==> src/rtl/core/lru_pkg.sv <==
`timescale 1ns / 1ps
// ----------------------------------------------------------------------------
// lru_pkg
// Shared types for the layer radiance update pipeline.
// ----------------------------------------------------------------------------
package lru_pkg;

  // Control flags that travel with each beat down the pipeline and divider chain
  typedef struct packed {
    logic valid;     // beat present in this stage
    logic lin;       // linear-in-tau source for this beat
    logic up;        // upward propagation
    logic clamp;     // (one - tx) >= tau, ratio forced to one
    logic taylor;    // tau at or below the series limit
    logic tau_zero;  // tau is zero
  } lru_ctl_t;

endpackage

==> src/rtl/core/lru_div_cell.sv <==
`timescale 1ns / 1ps
// ----------------------------------------------------------------------------
// lru_div_cell
// One restoring division step: develops one quotient bit per cell and
// hands remainder, partial quotient, divisor and sideband to the next cell.
// ----------------------------------------------------------------------------
module lru_div_cell #(
  parameter int TW = 32,  // divisor width
  parameter int RW = 33,  // remainder width
  parameter int QW = 24,  // quotient width
  parameter int SW = 8    // sideband width
) (
  input  logic             clk,
  input  logic             rst_n,
  input  lru_pkg::lru_ctl_t in_ctl,
  input  logic [RW-1:0]    in_rem,
  input  logic [QW-1:0]    in_quo,
  input  logic [TW-1:0]    in_tau,
  input  logic [SW-1:0]    in_side,
  output lru_pkg::lru_ctl_t out_ctl,
  output logic [RW-1:0]    out_rem,
  output logic [QW-1:0]    out_quo,
  output logic [TW-1:0]    out_tau,
  output logic [SW-1:0]    out_side
);

  lru_pkg::lru_ctl_t ctl_r;
  logic [RW-1:0] rem_r, rem_nxt, rem_sh, tau_ext;
  logic [QW-1:0] quo_r, quo_nxt;
  logic [TW-1:0] tau_r;
  logic [SW-1:0] side_r;
  logic          ge;

  assign rem_sh  = {in_rem[RW-2:0], 1'b0};
  assign tau_ext = RW'(in_tau);
  assign ge      = (rem_sh >= tau_ext);
  assign rem_nxt = ge ? (rem_sh - tau_ext) : rem_sh;
  assign quo_nxt = {in_quo[QW-2:0], ge};

  always_ff @(posedge clk) begin
    if (!rst_n) begin
      ctl_r <= '0;
    end else begin
      ctl_r <= in_ctl;
    end
  end

  always_ff @(posedge clk) begin
    rem_r  <= rem_nxt;
    quo_r  <= quo_nxt;
    tau_r  <= in_tau;
    side_r <= in_side;
  end

  assign out_ctl  = ctl_r;
  assign out_rem  = rem_r;
  assign out_quo  = quo_r;
  assign out_tau  = tau_r;
  assign out_side = side_r;

endmodule
==> config.mk <==
export PLATFORM = sky130hd
export DESIGN_NAME = lru_div_cell
export DESIGN_NICKNAME = d
export VERILOG_FILES = /design/src/rtl/core/lru_pkg.sv /design/src/rtl/core/lru_div_cell.sv
export SDC_FILE = /design/constraint.sdc
export NUM_CORES = 1
export LEC_CHECK = 0
export ABC_CLOCK_PERIOD_IN_PS = 6700
export BUFFER_PORTS_ARGS = -buffer_cell sky130_fd_sc_hd__buf_4
export CAP_MARGIN = 0
export CORE_UTILIZATION = 38
export CTS_CLUSTER_SIZE = 30
export DETAILED_ROUTE_END_ITERATION = 12
export MAX_ROUTING_LAYER = met4
export PLACE_DENSITY = 0.71
export SYNTH_ARGS = -nofsm -noshare
export SYNTH_HDL_FRONTEND = slang
export SYNTH_SLANG_ARGS = --single-unit
==> constraint.sdc <==
create_clock -name clk -period 6.7 [get_ports clk]
set_clock_uncertainty 0.05 [all_clocks]
set_input_delay 1.005 -clock clk [delete_from_list [all_inputs] [get_ports clk]]
set_output_delay 1.005 -clock clk [all_outputs]
set_load 0.005 [all_outputs]
# --- Word-level counts from Yosys, hierarchy flattened ---
# Index checks and enable logic that the tools add are counted.
classes:
  n_addsub: 1
  multipliers: 0
  div_mod_pow: 0
  magnitude_cmp: 1
  n_eq_ne: 0
  shift: 0
  muxes: 1
  n_bitwise: 0
  reduce_logical: 0
ops:
  columns: ["op", "count"]
  rows:
  - ["$ge 33x32->1", 1]
  - ["$mux 33", 1]
  - ["$sub 33x32->33", 1]
word_totals:
  register_bits: 103
  latch_bits: 0
  ramBits: 0
  mem_bits_ro: 0
  inputBits: 105
  elab_cells: 14
  n_memories: 0

# --- Logic depth before layout (Yosys ltp) ---
# Gate-level depths: netlist (run 1).
logic_depth:
  word_depth: 2
  mapped_depth: 13

# --- Worst setup path before layout (run 1) ---
# Ideal clock, no wire load.
synth_timing:
  kind: "in2reg"
  startpoint: "input port in_tau[1]"
  endpoint: "register rem_r[19], in the netlist out_rem[19]"
  setup_ns: 0.121
  t_arrival_ns: 3.019
  t_required_ns: 6.529
  setup_slack_ns: 3.510
  stages: 11
  n_path_buf: 1
  cell_sequence: "inv_1 -> ha_1 -> nor2b_1 -> o311a_1 -> o311ai_2 -> a21oi_2 -> a21oi_4 -> o21ba_4 -> inv_4 -> buf_6 -> mux2_4"
synth_via:
  elab_chain_cells: 2
  elab_cells_between_ends: 3
  cone_classes: "add/sub: 1; order compare: 1; mux: 1"
synth_lines:
  columns: ["item", "line_no", "source"]
  rows:
  - ["from (decl)", "lru_div_cell.sv:18", "input logic [TW-1:0] in_tau,"]
  - ["$sub 33x32->33 / $ge 33x32->1 (equally long branches)", "lru_div_cell.sv:37, lru_div_cell.sv:36", null]
  - ["$mux 33 *", "lru_div_cell.sv:37", "assign rem_nxt = ge ? (rem_sh - tau_ext) : rem_sh;"]
  - ["via rem_nxt[19]", "lru_div_cell.sv:28", "logic [RW-1:0] rem_r, rem_nxt, rem_sh, tau_ext;"]
  - ["to (signal assigned)", "lru_div_cell.sv:49", "rem_r <= rem_nxt;"]
  - ["to (decl)", "lru_div_cell.sv:28", null]
# The timed path passes the listed nets; every way through them passes the cells marked *.
# A chain may end at the register's enable or synchronous reset.

# --- Worst setup path in the final report (run 1) ---
layout_timing:
  startpoint: "input port in_rem[4]"
  endpoint: "register rem_r[10], in the netlist out_rem[10]"
layout_via:
  elab_chain_cells: 2
  elab_cells_between_ends: 3
  cone_classes: "add/sub: 1; order compare: 1; mux: 1"
layout_lines:
  columns: ["item", "line_no", "source"]
  rows:
  - ["from (decl)", "lru_div_cell.sv:16", "input logic [RW-1:0] in_rem,"]
  - ["$sub 33x32->33 / $ge 33x32->1 (equally long branches)", "lru_div_cell.sv:37, lru_div_cell.sv:36", null]
  - ["$mux 33 *", "lru_div_cell.sv:37", null]
  - ["via rem_nxt[10]", "lru_div_cell.sv:28", null]
# Marked as above.

==> impl_metrics.env, run 1 <==
export IMPL_status="completed"
export IMPL_slew_violations=0
export IMPL_place_inst=799
export IMPL_power_internal_mw=1.151
export IMPL_ios=208
export IMPL_maxSlewHeadroom_pct=64.52
export IMPL_htree_levels=3
export IMPL_fin_crit_ns=3.468
export IMPL_cp_data_arrival_time_ns=3.65
export IMPL_track_usage_pct=17.62
export IMPL_cts_resized=0
export IMPL_antenna_cells=0
export IMPL_synthFlopType="dfxtp_1"
export IMPL_syn_cell_area_um2=4430
export IMPL_cts_buffers=9
export IMPL_wl_per_cell_um=13.30
export IMPL_path_max_fanout=53
export IMPL_drt_iter0_drc=180
export IMPL_ys_top_cells_by_count="dfxtp_1, a21oi_1, inv_1"
export IMPL_hold_slack_ns=0.7056
export IMPL_pwr_share_comb_pct=24.7
export IMPL_hold_path_cell_count=1
export IMPL_holdPathEnd="out_quo[6]$_DFF_P_"
export IMPL_overflow=0
export IMPL_yosys_warnings=0
export IMPL_ir_worst_vdd_mv=0.1956
export IMPL_async_flop_share_pct=0
export IMPL_final_core_util_pct=55.96
export IMPL_drtPass1Iterations=4
export IMPL_ant_nets=0
export IMPL_instances_no_fill=815
export IMPL_ys_types=55
export IMPL_port_buffers=205
export IMPL_drc=0
export IMPL_grt_setup_unrepaired="no"
export IMPL_synth_fa_ha_area_share_pct=9.489
export IMPL_synth_most_common_cell="dfxtp_1"
export IMPL_clockBufferDepth=2
export IMPL_place_hpwl_um=8576
export IMPL_p_switching_uw=435.7
export IMPL_hold_path_class="in -> reg"
export IMPL_clkPwrFrac_pct=31.6
export IMPL_dpl_cell_area_um2=6070
export IMPL_clk_pin_slew_worst_paths_ns=0.07
export IMPL_numClockSinks=103
export IMPL_wirelength_um=10840
export IMPL_gp_congestion=0.8166
export IMPL_yosysTopAreaCellShare_pct=46.54
export IMPL_drive_above_1_share_pct=35.27
export IMPL_worst_setup_path_start_kind="input pin"
export IMPL_ys_ff_latch=103
export IMPL_fin_crit_sh_pct=51.76
export IMPL_synth_cells=465
export IMPL_pwr_density_cell_nw_per_um2=249.3
export IMPL_grt_max_degree=54
export IMPL_drv_cap=0
export IMPL_grt_first_pass_wirelength_um=16080
export IMPL_holdCritStartpoint="in_quo[5]"
export IMPL_fp_dieW_um=110.0
export IMPL_synth_simple_gate_area_share_pct=13.47
export IMPL_synthMuxAreaShare_pct=2.739
export IMPL_ys_top_cells_by_area="dfxtp_1, ha_1, a21oi_1, inv_1, xnor2_1"
export IMPL_synth_area_per_cell_um2=9.528
export IMPL_cp_end_kind="register"
export IMPL_max_freq_mhz=288.4
export IMPL_tightest_slew_ns=0.5322
export IMPL_synth_top_family_by_area="compound AO/OA/AOI/OAI gates"
export IMPL_synth_edf_count=0
export IMPL_synth_xor_area_share_pct=4.942
export IMPL_ctsHoldBuffers=0
export IMPL_synth_largest_area_cell="dfxtp_1"
export IMPL_ctsRootBufferMaster="clkbuf_16"
export IMPL_syn_num_nets=603
export IMPL_ys_seq_area_share_pct=46.54
export IMPL_required_ns=6.88
export IMPL_setup_tns_final_ns=0
export IMPL_final_cell_area_um2=6362
export IMPL_grt_pass1_vias=3561
export IMPL_nets=805
export IMPL_leakage_nw=3.144
export IMPL_die_area_um2=12090
export IMPL_synth_compound_area_share_pct=17.34
export IMPL_rows=39
export IMPL_start_util_pct=38.97
export IMPL_cts_setup_buffers=0
export IMPL_setup_violations=0
export IMPL_area_growth_pct=43.60
export IMPL_worstSetupPathType="in -> reg"
export IMPL_hold_viol_final=0
export IMPL_via_count=3987
export IMPL_chipHeight_um=110.0
export IMPL_core_area_um2=11370
export IMPL_vias_per_cell=4.892
export IMPL_antenna_found_initial=0
export IMPL_pwr_share_seq_pct=43.7
export IMPL_cts_tree="built"
export IMPL_p_sw_share_pct=27.47
-- power groups by stage --
stage / Sequential (mW) / Combinational (mW) / Clock, mW
finish: 0.693 / 0.392 / 0.501
global route: 0.700 / 0.433 / 0.538
CTS: 0.694 / 0.394 / 0.517
detailed placement: 0.708 / 0.391 / 0
global placement: 0.707 / 0.385 / 0
floorplan: 0.716 / 0.198 / 0
-- metal layers --
metal  vias up  global-route usage (%)  routed length, µm  part of all wire [%]
li1       2012                       -                  -                     -
met1      1810                   19.82               4412                    41
met2       151                   29.38               5314                    49
met3        14                   4.468                917                   8.5
met4         0                   8.095                196                   1.8
met5         -                       -                  0                     0
-- worst max-delay path, cell delays in order --
cell and delay, ns:
buf_4 0.11, ha_1 0.39, a41o_1 0.19, o311a_1 0.21, o311ai_2 0.14, a21oi_2 0.38, a21oi_4 0.13, o21ba_4 0.26
inv_4 0.39, mux2_2 0.40
-- area by class of cell --
cell class                      count  area [µm²]
Fill cell                         994        5007
Multi-Input combinational cell    305        2126
Sequential cell                   103        2062
Timing Repair Buffer              205        1539
Clock buffer                        9       225.2
Tap cell                          143       178.9
Inverter                           43       163.9
Clock inverter                      7       67.56
-- cell families after synthesis --
kind of cell	Yosys count
fa+ha+maj	33
xor+xnor	25
flops	103
compound gates	115
buf+inv	57
simple gates	122
mux	10
-- stage by stage --
step | power (mW) | worst slack, ns
2_1_floorplan | 0.9132 | 3.510
3_3_place_gp | 1.093 | 2.928
3_5_place_dp | 1.100 | 2.891
4_1_cts | 1.605 | 3.254
5_1_grt | 1.671 | 3.029
6_report | 1.586 | 3.232
-- cell usage in the layout (no fill, tap or decap), types with 3 or more instances in the layout --
cell       netlist  layout
nor2_1          40      40
o21bai_1         3       3
nor3_1          10      10
xnor2_1         18      18
a21o_1          16      16
and2_1           8       8
nand2_1         22      22
nand4_1          8       8
mux2_2           5       5
a31oi_1          4       4
mux2_4           3       3
a21oi_1         46      46
xor2_1           7       7
o31a_1           3       3
buf_4            0     205
nor3b_1          3       3
ha_1            32      32
and3_1           3       3
dfxtp_1        103     103
clkbuf_16        0       9
o21ai_0         17      17
o31ai_1          3       3
inv_1           42      42
nand2b_1         5       5
o21a_1           4       4
nand3_1         10      10
nor2b_1          5       5
-- worst max-delay path by stage --
stage / startpoint / endpoint / slack, ns / cells past startpoint
final: in_rem[4] / out_rem[10]$_DFF_P_ / 3.23 / 10
after global routing: in_tau[12] / out_rem[10]$_DFF_P_ / 3.03 / 11
after CTS: in_tau[12] / out_rem[10]$_DFF_P_ / 3.25 / 11
after detailed placement: in_tau[12] / out_rem[4]$_DFF_P_ / 2.89 / 11
after global placement: in_rem[4] / out_rem[11]$_DFF_P_ / 2.93 / 10
after floorplan: in_tau[1] / out_rem[19]$_DFF_P_ / 3.51 / 11
-- flip-flops by register name, summed over array words and instances, names as in the netlist --
register / count
out_rem: 33
out_tau: 32
out_side: 8
out_quo: 24
out_ctl: 6
(Power assumes the default switching activity.)
==> inputs of run 2 (changes only) <==
ABC_CLOCK_PERIOD_IN_PS = 3400   (was 6700)
clock period = 3.4 ns   (was 6.7 ns; I/O delays follow)
==> run 2 against run 1 <==
Sequential power rose by 98%. Die area did not move. Sequential cell count unchanged. Global-route usage increased by 0.93 points. Combinational power is 99% higher. Clock power up 110%. First-iteration DRC count increased by 23%. Largest power group unchanged.
==> impl_metrics.env, run 2 (synthesis results as in run 1) <==
export IMPL_port_buffers=205
export IMPL_required_ns=3.58
export IMPL_htree_levels=3
export IMPL_path_max_fanout=42
export IMPL_final_cell_mix="buf_4, dfxtp_1, a21oi_1"
export IMPL_area_growth_pct=44.79
export IMPL_worstSetupPathType="in -> reg"
export IMPL_hold_viol_final=0
export IMPL_drt_iter0_drc=222
export IMPL_ios=208
export IMPL_grt_first_pass_wirelength_um=16910
export IMPL_gp_congestion=0.8158
export IMPL_cts_buffers=9
export IMPL_maxSlewHeadroom_pct=70.35
export IMPL_hold_slack_ns=0.2106
export IMPL_cp_data_arrival_time_ns=3.09
export IMPL_fp_dieW_um=110.0
export IMPL_place_hpwl_um=8871
export IMPL_clockBufferDepth=2
export IMPL_status="completed"
export IMPL_final_core_util_pct=56.42
export IMPL_crit_slowest_cell="mux2_2"
export IMPL_ir_worst_vdd_mv=0.3642
export IMPL_cts_resized=0
export IMPL_cts_setup_buffers=0
export IMPL_rows=39
export IMPL_cts_tree="built"
export IMPL_grt_max_degree=43
export IMPL_start_util_pct=38.97
export IMPL_fin_crit_ns=2.906
export IMPL_via_count=3982
export IMPL_drtPass1Iterations=4
export IMPL_post_place_ws_ns=0.1615
export IMPL_antenna_found_initial=0
export IMPL_grt_pass1_vias=3765
export IMPL_cp_end_kind="register"
export IMPL_wl_per_cell_um=13.66
export IMPL_setup_tns_final_ns=0
export IMPL_nets=809
export IMPL_setup_violations=0
export IMPL_die_area_um2=12090
export IMPL_wirelength_um=11190
export IMPL_ctsHoldBuffers=0
export IMPL_slew_violations=0
export IMPL_antenna_cells=0
export IMPL_grt_setup_unrepaired="no"
export IMPL_ctsRootBufferMaster="clkbuf_16"
export IMPL_worst_setup_path_start_kind="input pin"
export IMPL_core_area_um2=11370
export IMPL_overflow=0
export IMPL_drive_above_1_share_pct=35.65
export IMPL_ant_nets=0
export IMPL_layout_setup_ws_ns=0.4944
export IMPL_largest_register_ff_count=33
export IMPL_layout_commonest_cell="buf_4"
export IMPL_crit_path_max_incr_delay_ns=0.40
export IMPL_fin_crit_sh_pct=85.46
export IMPL_path_cells="buf_4 -> inv_1 -> ha_1 -> a41o_1 -> o311a_1 -> o311ai_2 -> a21oi_2 -> a21oi_4 -> o21ba_4 -> inv_4 -> mux2_2"
export IMPL_leakage_nw=3.167
export IMPL_chipHeight_um=110.0
export IMPL_drv_cap=0
export IMPL_clk_pin_slew_worst_paths_ns=0.07
export IMPL_drc=0
export IMPL_vias_per_cell=4.862
export IMPL_hold_path_class="in -> reg"
export IMPL_tightest_slew_ns=0.4390
export IMPL_numClockSinks=103
export IMPL_pwr_density_cell_nw_per_um2=500.7
export IMPL_max_freq_mhz=344.2
export IMPL_track_usage_pct=18.55
## run 2: cell count changes in the layout (fill, tap and decap cells not counted), sizes merged
cell,before,now
buf,205,209
bufinv,0,1
clkbuf,9,10
clkinv,4,0
clkinvlp,0,2
## run 2: power breakdown
group | internal [mW] | switching [mW] | total, mW
Clock | 0.603 | 0.460 | 1.06
Combinational | 0.425 | 0.355 | 0.780
Sequential | 1.33 | 0.0360 | 1.37
Total | 2.36 | 0.851 | 3.21
## run 2: worst paths after layout
path,start,end,cells after the start
max,in_tau[4],out_rem[5]$_DFF_P_,11
min,in_quo[3],out_quo[4]$_DFF_P_,1
## run 2: metrics by stage
stage               std cells  area, µm²  power [mW]
finish                    819       6415       3.212
global route              819       6415       3.388
CTS                       819       6415       3.250
detailed placement        803       6100       2.173
global placement          803       6100       2.161
floorplan                 465       4431       1.800
## run 2: critical path, delay by kind of cell
family	cells	cell delay (ns)
compound gates	6	1.30
buf+inv	3	0.46
mux	1	0.40
fa+ha+maj	1	0.39
## run 2: cell type report
| type | instances | area [µm²] |
|---|---|---|
| Timing Repair Buffer | 209 | 1569 |
| Inverter | 43 | 163.9 |
| Tap cell | 143 | 178.9 |
| Multi-Input combinational cell | 305 | 2126 |
| Sequential cell | 103 | 2062 |
| Clock buffer | 10 | 239.0 |
| Clock inverter | 6 | 76.32 |
| Fill cell | 1018 | 4955 |
## run 2: routing by layer
layer	share of wire, %	routed length [µm]	vias to the layer above	global-route usage, %
met5	0	0	-	-
met3	7.6	852	22	4.409
met4	2.3	252	0	8.952
li1	-	-	2011	-
met2	49	5516	134	31.34
met1	41	4566	1815	20.53
